`config.mk`:
```
export PLATFORM = sky130hd
export DESIGN_NAME = byte_stuff_frame_encoder
export DESIGN_NICKNAME = d
export VERILOG_FILES = /design/src/hw/rtl/bsfe_pkg.sv /design/src/hw/rtl/byte_stuff_frame_encoder.sv /design/src/hw/rtl/bsfe_front.sv /design/src/hw/rtl/bsfe_fifo.sv /design/src/hw/rtl/bsfe_back.sv
export VERILOG_INCLUDE_DIRS = /design/src /design/src/hw/rtl
export SDC_FILE = /design/constraint.sdc
export NUM_CORES = 1
export LEC_CHECK = 0
export ABC_AREA = 1
export BUFFER_PORTS_ARGS = -buffer_cell sky130_fd_sc_hd__buf_2
export CAP_MARGIN = 25
export CORE_ASPECT_RATIO = 0.5
export CORE_MARGIN = 3
export CORE_UTILIZATION = 40
export DETAILED_ROUTE_END_ITERATION = 7
export PLACE_DENSITY = 0.56
export SLEW_MARGIN = 10
export SYNTH_ARGS = -nofsm -noshare
export SYNTH_HDL_FRONTEND = slang
export SYNTH_SLANG_ARGS = --single-unit
export TNS_END_PERCENT = 50
```
`constraint.sdc`:
```
create_clock -name clk_i -period 3 [get_ports clk_i]
set_input_delay 0.3 -clock clk_i [delete_from_list [all_inputs] [get_ports clk_i]]
set_output_delay 0.3 -clock clk_i [all_outputs]
set_load 0.02 [all_outputs]
```
`src/hw/rtl/byte_stuff_frame_encoder_macros.svh`:
```
// assertion helpers for the byte stuffing frame encoder
`ifndef BYTE_STUFF_FRAME_ENCODER_MACROS_SVH
`define BYTE_STUFF_FRAME_ENCODER_MACROS_SVH

// checked only while out of reset
`define BSFE_ASSERT(name, clk, rst_n, prop) \
  name: assert property (@(posedge clk) disable iff (!rst_n) prop) \
    else $error("bsfe assertion failed");

// checked at every edge, reset included
`define BSFE_ASSERT_ALWAYS(name, clk, prop) \
  name: assert property (@(posedge clk) prop) \
    else $error("bsfe assertion failed");

`endif

```
`src/hw/rtl/bsfe_pkg.sv`:
```
`timescale 1ns / 1ps
`default_nettype none

package bsfe_pkg;

  // line codes
  localparam logic [7:0] FlagStart = 8'h7E;
  localparam logic [7:0] FlagEnd   = 8'h8E;
  localparam logic [7:0] EscByte   = 8'h7D;
  localparam logic [7:0] EscFor7D  = 8'h5D;
  localparam logic [7:0] EscFor7E  = 8'h5E;
  localparam logic [7:0] EscFor8E  = 8'h6E;

  localparam logic [15:0] MaxOutReset = 16'd1024;
  localparam int unsigned FifoDepthDefault = 4;

  // one classified item: up to two line bytes
  typedef struct packed {
    logic [7:0] byte1;
    logic [7:0] byte2;
    logic       two;
    logic       last;
  } entry_t;

endpackage

`default_nettype wire

```
`src/hw/rtl/byte_stuff_frame_encoder.sv`:
```
// an accepted item is registered in the queue; the back end loads its first line byte into the output register
// throughput: one item per cycle unless the output stalls; an escaped byte needs the byte slot for both line bytes
// items of a dropped frame leave the queue at one per cycle and give no output
// reset: async active low; frame state cleared, limit back to 1024, queue and output emptied
`timescale 1ns / 1ps
`default_nettype none

module byte_stuff_frame_encoder #(
  // entries in the queue between classifier and emitter
  parameter int unsigned FifoDepth = bsfe_pkg::FifoDepthDefault
) (
  input  wire logic        clk_i,
  input  wire logic        rst_ni,
  // configuration: output limit per frame
  input  wire logic        cfg_we_i,
  input  wire logic [15:0] cfg_wdata_i,
  // raw message items
  input  wire logic        in_valid_i,
  output logic             in_stall_o,
  input  wire logic [7:0]  in_byte_i,
  input  wire logic        in_last_i,
  // encoded line items
  output logic             out_valid_o,
  input  wire logic        out_stall_i,
  output logic [7:0]       out_byte_o,
  output logic             out_last_o,
  output logic             out_abort_o
);

  // front to queue
  logic             q_push;
  logic             q_full;
  bsfe_pkg::entry_t q_entry;
  // queue to back
  logic             head_valid;
  bsfe_pkg::entry_t head;
  logic             head_pop;

  // front: frame start tracking and escape classification
  bsfe_front u_front (
    .clk_i      (clk_i),
    .rst_ni     (rst_ni),
    .in_valid_i (in_valid_i),
    .in_stall_o (in_stall_o),
    .in_byte_i  (in_byte_i),
    .in_last_i  (in_last_i),
    .q_full_i   (q_full),
    .q_push_o   (q_push),
    .q_entry_o  (q_entry)
  );

  // short queue so each side stalls on its own
  bsfe_fifo #(
    .Depth (FifoDepth)
  ) u_fifo (
    .clk_i        (clk_i),
    .rst_ni       (rst_ni),
    .push_i       (q_push),
    .push_entry_i (q_entry),
    .full_o       (q_full),
    .head_valid_o (head_valid),
    .head_o       (head),
    .pop_i        (head_pop)
  );

  // back: output count, limit check, abort and drop, output register
  bsfe_back u_back (
    .clk_i        (clk_i),
    .rst_ni       (rst_ni),
    .cfg_we_i     (cfg_we_i),
    .cfg_wdata_i  (cfg_wdata_i),
    .head_valid_i (head_valid),
    .head_i       (head),
    .pop_o        (head_pop),
    .out_valid_o  (out_valid_o),
    .out_stall_i  (out_stall_i),
    .out_byte_o   (out_byte_o),
    .out_last_o   (out_last_o),
    .out_abort_o  (out_abort_o)
  );

endmodule

`default_nettype wire

```
`src/hw/rtl/bsfe_front.sv`:
```
`timescale 1ns / 1ps
`default_nettype none

module bsfe_front (
  input  wire logic              clk_i,
  input  wire logic              rst_ni,
  input  wire logic              in_valid_i,
  output logic                   in_stall_o,
  input  wire logic [7:0]        in_byte_i,
  input  wire logic              in_last_i,
  input  wire logic              q_full_i,
  output logic                   q_push_o,
  output bsfe_pkg::entry_t       q_entry_o
);

  // next item opens a frame when the previous one closed it
  logic first_q, first_d;

  assign in_stall_o = q_full_i;
  assign q_push_o   = in_valid_i && !q_full_i;

  always_comb begin
    first_d = first_q;
    if (q_push_o) begin
      first_d = in_last_i;
    end
  end

  always_ff @(posedge clk_i or negedge rst_ni) begin
    if (!rst_ni) begin
      first_q <= 1'b1;
    end else begin
      first_q <= first_d;
    end
  end

  always_comb begin
    q_entry_o.byte1 = in_byte_i;
    q_entry_o.byte2 = 8'h00;
    q_entry_o.two   = 1'b0;
    q_entry_o.last  = in_last_i;
    if (in_last_i) begin
      q_entry_o.byte1 = bsfe_pkg::FlagEnd;
    end else if (first_q) begin
      q_entry_o.byte1 = bsfe_pkg::FlagStart;
    end else begin
      case (in_byte_i)
        bsfe_pkg::EscByte: begin
          q_entry_o.byte1 = bsfe_pkg::EscByte;
          q_entry_o.byte2 = bsfe_pkg::EscFor7D;
          q_entry_o.two   = 1'b1;
        end
        bsfe_pkg::FlagStart: begin
          q_entry_o.byte1 = bsfe_pkg::EscByte;
          q_entry_o.byte2 = bsfe_pkg::EscFor7E;
          q_entry_o.two   = 1'b1;
        end
        bsfe_pkg::FlagEnd: begin
          q_entry_o.byte1 = bsfe_pkg::EscByte;
          q_entry_o.byte2 = bsfe_pkg::EscFor8E;
          q_entry_o.two   = 1'b1;
        end
        default: begin
          q_entry_o.byte1 = in_byte_i;
        end
      endcase
    end
  end

endmodule

`default_nettype wire

```
`src/hw/rtl/bsfe_fifo.sv`:
```
`timescale 1ns / 1ps
`default_nettype none

module bsfe_fifo #(
  parameter int unsigned Depth = bsfe_pkg::FifoDepthDefault
) (
  input  wire logic              clk_i,
  input  wire logic              rst_ni,
  input  wire logic              push_i,
  input  wire bsfe_pkg::entry_t  push_entry_i,
  output logic                   full_o,
  output logic                   head_valid_o,
  output bsfe_pkg::entry_t       head_o,
  input  wire logic              pop_i
);

  localparam int unsigned PtrW = (Depth > 1) ? $clog2(Depth) : 1;
  localparam int unsigned CntW = $clog2(Depth + 1);
  localparam logic [PtrW-1:0] LastPtr = PtrW'(Depth - 1);
  localparam logic [CntW-1:0] FullCnt = CntW'(Depth);

  bsfe_pkg::entry_t mem_q [Depth];
  logic [PtrW-1:0]  wr_ptr_q, wr_ptr_d;
  logic [PtrW-1:0]  rd_ptr_q, rd_ptr_d;
  logic [CntW-1:0]  cnt_q, cnt_d;
  logic             do_pop;

  assign full_o       = (cnt_q == FullCnt);
  assign head_valid_o = (cnt_q != '0);
  assign head_o       = mem_q[rd_ptr_q];
  assign do_pop       = pop_i && head_valid_o;

  always_comb begin
    wr_ptr_d = wr_ptr_q;
    rd_ptr_d = rd_ptr_q;
    cnt_d    = cnt_q;
    if (push_i) begin
      wr_ptr_d = (wr_ptr_q == LastPtr) ? '0 : wr_ptr_q + 1'b1;
    end
    if (do_pop) begin
      rd_ptr_d = (rd_ptr_q == LastPtr) ? '0 : rd_ptr_q + 1'b1;
    end
    if (push_i && !do_pop) begin
      cnt_d = cnt_q + 1'b1;
    end else if (!push_i && do_pop) begin
      cnt_d = cnt_q - 1'b1;
    end
  end

  always_ff @(posedge clk_i or negedge rst_ni) begin
    if (!rst_ni) begin
      wr_ptr_q <= '0;
      rd_ptr_q <= '0;
      cnt_q    <= '0;
    end else begin
      wr_ptr_q <= wr_ptr_d;
      rd_ptr_q <= rd_ptr_d;
      cnt_q    <= cnt_d;
    end
  end

  always_ff @(posedge clk_i) begin
    if (push_i) begin
      mem_q[wr_ptr_q] <= push_entry_i;
    end
  end

endmodule

`default_nettype wire

```
`src/hw/rtl/bsfe_back.sv`:
```
`timescale 1ns / 1ps
`default_nettype none
`include "byte_stuff_frame_encoder_macros.svh"

module bsfe_back (
  input  wire logic              clk_i,
  input  wire logic              rst_ni,
  input  wire logic              cfg_we_i,
  input  wire logic [15:0]       cfg_wdata_i,
  input  wire logic              head_valid_i,
  input  wire bsfe_pkg::entry_t  head_i,
  output logic                   pop_o,
  output logic                   out_valid_o,
  input  wire logic              out_stall_i,
  output logic [7:0]             out_byte_o,
  output logic                   out_last_o,
  output logic                   out_abort_o
);

  logic        out_valid_q, out_valid_d;
  logic [7:0]  out_byte_q, out_byte_d;
  logic        out_last_q, out_last_d;
  logic        out_abort_q, out_abort_d;
  logic        load;
  logic        phase_q, phase_d;
  logic        dropping_q, dropping_d;
  logic [15:0] count_q, count_d;
  logic [15:0] max_q, max_d;
  logic        slot_free;

  assign slot_free = !out_valid_q || !out_stall_i;
  assign max_d     = cfg_we_i ? cfg_wdata_i : max_q;

  always_comb begin
    pop_o       = 1'b0;
    load        = 1'b0;
    phase_d     = phase_q;
    dropping_d  = dropping_q;
    count_d     = count_q;
    out_valid_d = out_valid_q && out_stall_i;
    out_byte_d  = head_i.byte1;
    out_last_d  = head_i.last;
    out_abort_d = 1'b0;
    if (head_valid_i) begin
      if (dropping_q) begin
        // discard until the frame's last item
        pop_o = 1'b1;
        if (head_i.last) begin
          dropping_d = 1'b0;
          count_d    = '0;
        end
      end else if (slot_free) begin
        load        = 1'b1;
        out_valid_d = 1'b1;
        if (count_q >= max_q) begin
          // limit reached: abort in place of this byte
          out_byte_d  = 8'h00;
          out_last_d  = 1'b1;
          out_abort_d = 1'b1;
          pop_o       = 1'b1;
          phase_d     = 1'b0;
          if (head_i.last) begin
            count_d = '0;
          end else begin
            dropping_d = 1'b1;
          end
        end else begin
          out_byte_d = phase_q ? head_i.byte2 : head_i.byte1;
          count_d    = count_q + 16'd1;
          if (head_i.two && !phase_q) begin
            phase_d = 1'b1;
          end else begin
            pop_o   = 1'b1;
            phase_d = 1'b0;
            if (head_i.last) begin
              count_d = '0;
            end
          end
        end
      end
    end
  end

  always_ff @(posedge clk_i or negedge rst_ni) begin
    if (!rst_ni) begin
      out_valid_q <= 1'b0;
      phase_q     <= 1'b0;
      dropping_q  <= 1'b0;
      count_q     <= '0;
      max_q       <= bsfe_pkg::MaxOutReset;
    end else begin
      out_valid_q <= out_valid_d;
      phase_q     <= phase_d;
      dropping_q  <= dropping_d;
      count_q     <= count_d;
      max_q       <= max_d;
    end
  end

  always_ff @(posedge clk_i) begin
    if (load) begin
      out_byte_q  <= out_byte_d;
      out_last_q  <= out_last_d;
      out_abort_q <= out_abort_d;
    end
  end

  assign out_valid_o = out_valid_q;
  assign out_byte_o  = out_byte_q;
  assign out_last_o  = out_last_q;
  assign out_abort_o = out_abort_q;

  // second half of an escape only while its entry waits at the head
  `BSFE_ASSERT(phase_needs_head, clk_i, rst_ni, phase_q |-> (head_valid_i && head_i.two))
  // a dropped frame never sits halfway through an escape
  `BSFE_ASSERT(drop_not_mid_escape, clk_i, rst_ni, !(dropping_q && phase_q))
  // entering the second half means the escape byte was just loaded
  `BSFE_ASSERT(escape_first, clk_i, rst_ni,
               $rose(phase_q) |-> (out_valid_q && out_byte_q == bsfe_pkg::EscByte))
  // an abort always starts dropping or closes the frame
  `BSFE_ASSERT(abort_ends_frame, clk_i, rst_ni,
               (load && out_abort_d) |=> (dropping_q || count_q == 16'd0))

endmodule

`default_nettype wire
```
Word level (Yosys, flattened, before mapping)
Memory sizes are Yosys's and may differ from the RTL's. Index checks and enable logic that the tools add are counted. Widths: inputs -> output; s select.

Memories kept: 1. RAM bits: 72. Input bits: 30. Register bits after elaboration: 53. Output and inout bits: 12.

Memories: u_fifo.mem_q (words 4, width 18, rd ports 1, clocked after memory_dff 0, write ports 1, RTL line bsfe_fifo.sv:22) `bsfe_pkg::entry_t mem_q [Depth];`.

Eq/ne operators: 6. $lt $le $gt $ge: 1. Muxes and demuxes: 45. Bitwise operators: 3. Reduce and logical (&&, ||, !) cells: 20. $add $sub $neg: 5.

Operator list (number): $mux 16 (6); $mux 8 (8); $mux 1 (24); $pmux 8 s3 (1); $mux 9 (2); $add 16x1->16 const B (1); $eq 8x7->1 const B (2); $ge 16x16->1 (1); $eq 8x8->1 const B (1); $logic_and 1x1->1 (6); $logic_not 1->1 (6); $mux 3 (2); $reduce_or 3->1 (2); $add 2x1->2 const B (2); $eq 2x2->1 const B (2); $mux 2 (2); $reduce_bool 2->1 (2); $add 3x1->3 const B (1); $eq 3x3->1 const B (1); $not 1->1 (3); $reduce_and 3->1 (1); $reduce_bool 3->1 (1); $sub 3x1->3 const B (1); $reduce_and 2->1 (1); $logic_or 1x1->1 (1).

Depth between registers and ports, before layout
Depth after elaboration: 11. Gate-level depth with buffers: 20. Depth with buffers taken out: 20.

Cells and area by module
Synthesis repeated with hierarchy kept, for this count alone.

Cell total of the unflattened synthesis: 692. Area total of the unflattened synthesis: 6413.7 µm².

Modules (own cells, without submodules): bsfe_fifo (area each 3328.2 µm², times used 1, sequential area each 2337.2 µm², cells each 264); bsfe_back (area each 2796.4 µm², times used 1, sequential area each 1177.4 µm², cells each 367); bsfe_front (area each 289.0 µm², times used 1, sequential area each 26.3 µm², cells each 61).

Least setup slack after synthesis
OpenSTA, ideal clock, no wires.

Path kind: register to register. Start point: register u_back.max_q[10]. End point: register u_fifo.cnt_q[2]. Stages on the path, launching flop included: 18. Library setup time: 0.131 ns. Slack: 0.358 ns. Period minus slack after synthesis: 2.642 ns. Arrival: 2.511 ns. Cells stage by stage: dfstp_2 > inv_1 > ha_1 > nand2_1 > inv_1 > nand2_1 > a21oi_1 > nor2_2 > nand2_1 > nor2_1 > nand2_1 > nand2_1 > ha_1 > inv_1 > fa_1 > a21oi_1 > o21ai_0 > xor2_1.

Longest elaborated chain between the ends: 9. Elaborated cells on any way between the ends: 11. Those cells by class: 1 x order compare; 5 x mux; 5 x reduce/logical.

RTL lines: start: declaration (RTL line bsfe_back.sv:28) `logic [15:0] max_q, max_d;`; start signal: assignment (RTL line bsfe_back.sv:90) `max_q <= bsfe_pkg::MaxOutReset;`; start signal: assignment (RTL line bsfe_back.sv:96) `max_q <= max_d;`; $ge 16x16->1 (*) (RTL line bsfe_back.sv:55) `if (count_q >= max_q) begin`; $mux 1 (*) (RTL line bsfe_back.sv:55); $mux 1 (*) (RTL line bsfe_back.sv:52) `end else if (slot_free) begin`; $mux 1 (*) (RTL line bsfe_back.sv:45) `if (dropping_q) begin`; $mux 1 (*) (RTL line bsfe_back.sv:44) `if (head_valid_i) begin`; $logic_and 1x1->1 (*) (RTL line bsfe_fifo.sv:31) `assign do_pop = pop_i && head_valid_o;`; $logic_not 1->1 (RTL line bsfe_fifo.sv:43) `if (push_i && !do_pop) begin`; $logic_and 1x1->1 (RTL line bsfe_fifo.sv:43); $mux 3 / $reduce_bool 2->1 (equally long branches); end signal: assignment (RTL line bsfe_fifo.sv:58) `cnt_q <= cnt_d;`; end: declaration (RTL line bsfe_fifo.sv:25) `logic [CntW-1:0] cnt_q, cnt_d;`.

Mark *: on every way between the ends. The rest lies on a longest branch, timed or not. A chain may end at the register's enable or synchronous reset.

Worst setup path after layout
Same ends and word-level chain as after synthesis.

==> summary.md <==
| Metric | Value |
|---|---|
| Status | `finished, final reports clean` |
| Vias/cell | `4.70` |
| Pins Over Slew Limit | `0` |
| Post-synth top area share | `0.370` |
| RSZ-0062 raised after global routing | `no` |
| Initial antenna violation count | `0` |
| Antenna diode count | `0` |
| Clock skew | `0.00820 ns` |
| Total track usage | `0.148` |
| Post-Synthesis Cells | `542` |
| Largest fanout on the critical path | `3` |
| Final period util | `0.908` |
| Via count | `3630` |
| Top cells by count, synth | `nand2_1 (101), nor2_1 (72), edfxtp_1 (66), inv_1 (63)` |
| Cell row count | `29` |
| Number of port buffers | `41` |
| Post-CTS Hold Buffers | `0` |
| Routed wire per std cell | `13.6 um` |
| Die W | `170 um` |
| Setup TNS | `0 ns` |
| Routed WL | `10500 um` |
| Synthesis warning total | `0` |
| Met3 Track Usage GR | `0.0280` |
| Library cells used by synthesis | `38` |
| Crit path DAT | `2.95 ns` |
| Final ANT Viol Nets | `0` |
| Top cell type by total area after synthesis | `edfxtp_1` |
| Critical path's top delay family | `adder cells` |
| Total power | `5.69 mW` |
| Main synth FF type | `edfxtp_1` |
| Post-synth EDFFs | `66` |
| Crit path max-delay cell type | `dfstp_2` |
| Filler cell count | `1236` |
| Worst setup SP type | `flip-flop` |
| Cell Chain, Critical Path | `inv_1, ha_1, nand2_1, inv_1, nand2_1, a21oi_1, nor2_2, nand2_2, nor2_2, nand2_1, nand2_2, ha_1, inv_1, fa_1, a21oi_1, o21ai_0, xor2_1` |
| First-pass GRT wire length | `17200 um` |
| GR Util met1 | `0.202` |
| Io pins | `42` |
| 1st-iter DRT viols | `around 240` |
| Initial DRT Pass Iterations | `4` |
| Synth area leaders | `edfxtp_1 (37%), dfrtp_1 (19%), nand2_1 (7.1%), ha_1 (5.4%), nor2_1 (5.1%)` |
| Post-synthesis cell area | `5350 um^2` |
| Endpoint class of the critical path | `flip-flop` |
| Nets | `between 600 and 700` |
| Vias in the first global route | `3499` |
| Async SR Flop Fraction | `0.394` |
| CP bufs+invs | `3` |
| CTS Root Cell | `clkbuf_16` |
| Register bit total from synthesis | `roughly 110` |
| Hold crit path type | `input port to async pin` |
| Starting Density | `0.415` |
| Worst Max-Slew Pin Slew | `0.799 ns` |
| Max Fclk | `367 MHz` |
| Mapped Nets | `596` |
| Critical path type | `flip-flop to flip-flop` |
| Post-synthesis sequential area ratio | `0.572` |
| Pwr Density | `around 900 nW/um^2` |
| Critical Path RT | `3.22 ns` |
| Slowest Stage Delay on Critical Path | `0.52 ns` |
| Max-slew headroom | `0.467` |
| Final Hold Fails | `0` |
| Largest net degree at the start of global routing | `34` |
| Syn avg cell area | `~10 um^2` |
| Clock Latency Late Sink | `0.35 ns` |
| Max Cap Violations | `0` |
| Share of cells above drive strength 1 | `0.199` |
| HPWL Detailed | `7350 um` |
| CTS max path bufs | `2` |
| CTS H-tree lvls | `3` |
| Die area | `14900 um^2` |
| Chip height | `87.8 um` |
| Most frequent cell after synthesis | `nand2_1` |
| CTS clk-pin slew, worst paths | `0.08 ns` |
| Setup Viol. Count Final | `0` |
| Pleak | `between 2 and 3 nW` |
| GRT overflow | `0` |
| Drt drc | `0` |
| M2 GR Usage | `0.243` |
| CTS buffer count | `9` |
| Core ar. | `between 10000 and 15000 um^2` |
| Most Crowded Layer GR | `met2` |
| Routability cong. | `0.730` |
| Clock sinks | `roughly 110` |
| Area grow syn2layout | `15.0%` |
| VDD IR max | `0.000344 V` |
| CTS tree | `built` |
| Post-layout min period | `2.73 ns` |
==> repair_timing <==
action | CTS | global route
setup endpoints to repair | 0 | 1
resized for setup | 0 | 4
buffers inserted | 0 | 4
==> final cells by class <==
class	count	area, um^2	area share
Sequential cell	109	3060	0.498
Clock inverter	7	88.8	0.0144
Inverter	66	248	0.0403
Timing Repair Buffer	57	325	0.0529
Clock buffer	9	225	0.0366
Tap cell	170	213	0.0346
Multi-Input combinational cell	355	1990	0.324
==> through the flow <==
step	hold WS, ns	util	worst slack [ns]	cells	instance area, um^2
floorplan	0.00441	-	0.358	542	5350
global placement	0.438	0.450	0.202	753	5800
detailed placement	0.435	0.450	0.139	753	5800
CTS	0.0565	0.475	0.134	769	6110
global route	0.0972	0.478	0.00350	773	6150
finish	0.0314	0.478	0.275	773	6150
==> cell families (layout without fill, tap and decap cells) <==
kind of cell,after synthesis,in the layout,share of synthesized area
AO/OA/AOI/OAI,90,90,0.0996
XOR/XNOR,15,15,0.0246
adder cells (fa/ha/maj),24,24,0.0575
buffers and inverters,78,139,0.0571
flip-flops,109,109,0.572
multiplexers,2,2,0.00421
AND/OR/NAND/NOR,224,224,0.185
==> per-layer routing <==
layer	part of all wire	wire, um	vias to the layer above
met5	0	0	-
met4	0.012	131	0
met3	0.034	358	12
met2	0.44	4610	50
met1	0.51	5410	1662
li1	-	-	1906
==> worst paths after layout <==
check	start	end	slack, ns	cells past startpoint
setup / recovery	u_back.max_q[10]	u_fifo.cnt_q[2]	0.27	17
hold / removal	rst_ni	u_back.max_q[3]	0.03	1
setup reg to reg	u_back.max_q[10]	u_fifo.cnt_q[2]	0.27	17
hold reg to reg	u_back.max_q[10]	u_back.max_q[10]	0.50	2
max in group asynchronous	rst_ni	u_front.first_q	2.21	2
min in group clk_i	cfg_wdata_i[9]	u_back.max_q[9]	0.16	3
==> worst register-to-register path, cell delays in order, from the launching register on <==
cell and delay, ns:
dfstp_2 0.52, inv_1 0.04, ha_1 0.27, nand2_1 0.05, inv_1 0.04, nand2_1 0.06
a21oi_1 0.06, nor2_2 0.19, nand2_2 0.11, nor2_2 0.11, nand2_1 0.10, nand2_2 0.09
ha_1 0.13, inv_1 0.06, fa_1 0.37, a21oi_1 0.14, o21ai_0 0.11, xor2_1 0.15
==> cell usage in the layout, fill, tap and decap left out, types with 9 or more instances in the layout <==
master	count
a21oi_1	20
buf_2	41
buf_4	16
clkbuf_16	9
dfrtp_1	40
edfxtp_1	66
ha_1	23
inv_1	63
nand2_1	99
nand2_2	10
nand3_1	15
nor2_1	71
o21ai_0	41
o21ai_2	10
xor2_1	13
==> flip-flops by register name (all words and copies together), names as in the netlist, 2 cells and up <==
name               count
u_fifo.rd_ptr_q        2
u_fifo.cnt_q           3
u_back.count_q        16
u_back.out_byte_o      8
u_fifo.mem_q          56
u_back.max_q          16
u_fifo.wr_ptr_q        2
==> power by group <==
part | total (mW) | switching (mW) | leakage (nW) | internal (mW)
sequential | 2.22 | 0.184 | 1.14 | 2.04
clock | 1.23 | 0.562 | 0.155 | 0.668
combinational | 2.23 | 1.45 | 1.37 | 0.782
Note: power is estimated with default switching activity, not from simulation.
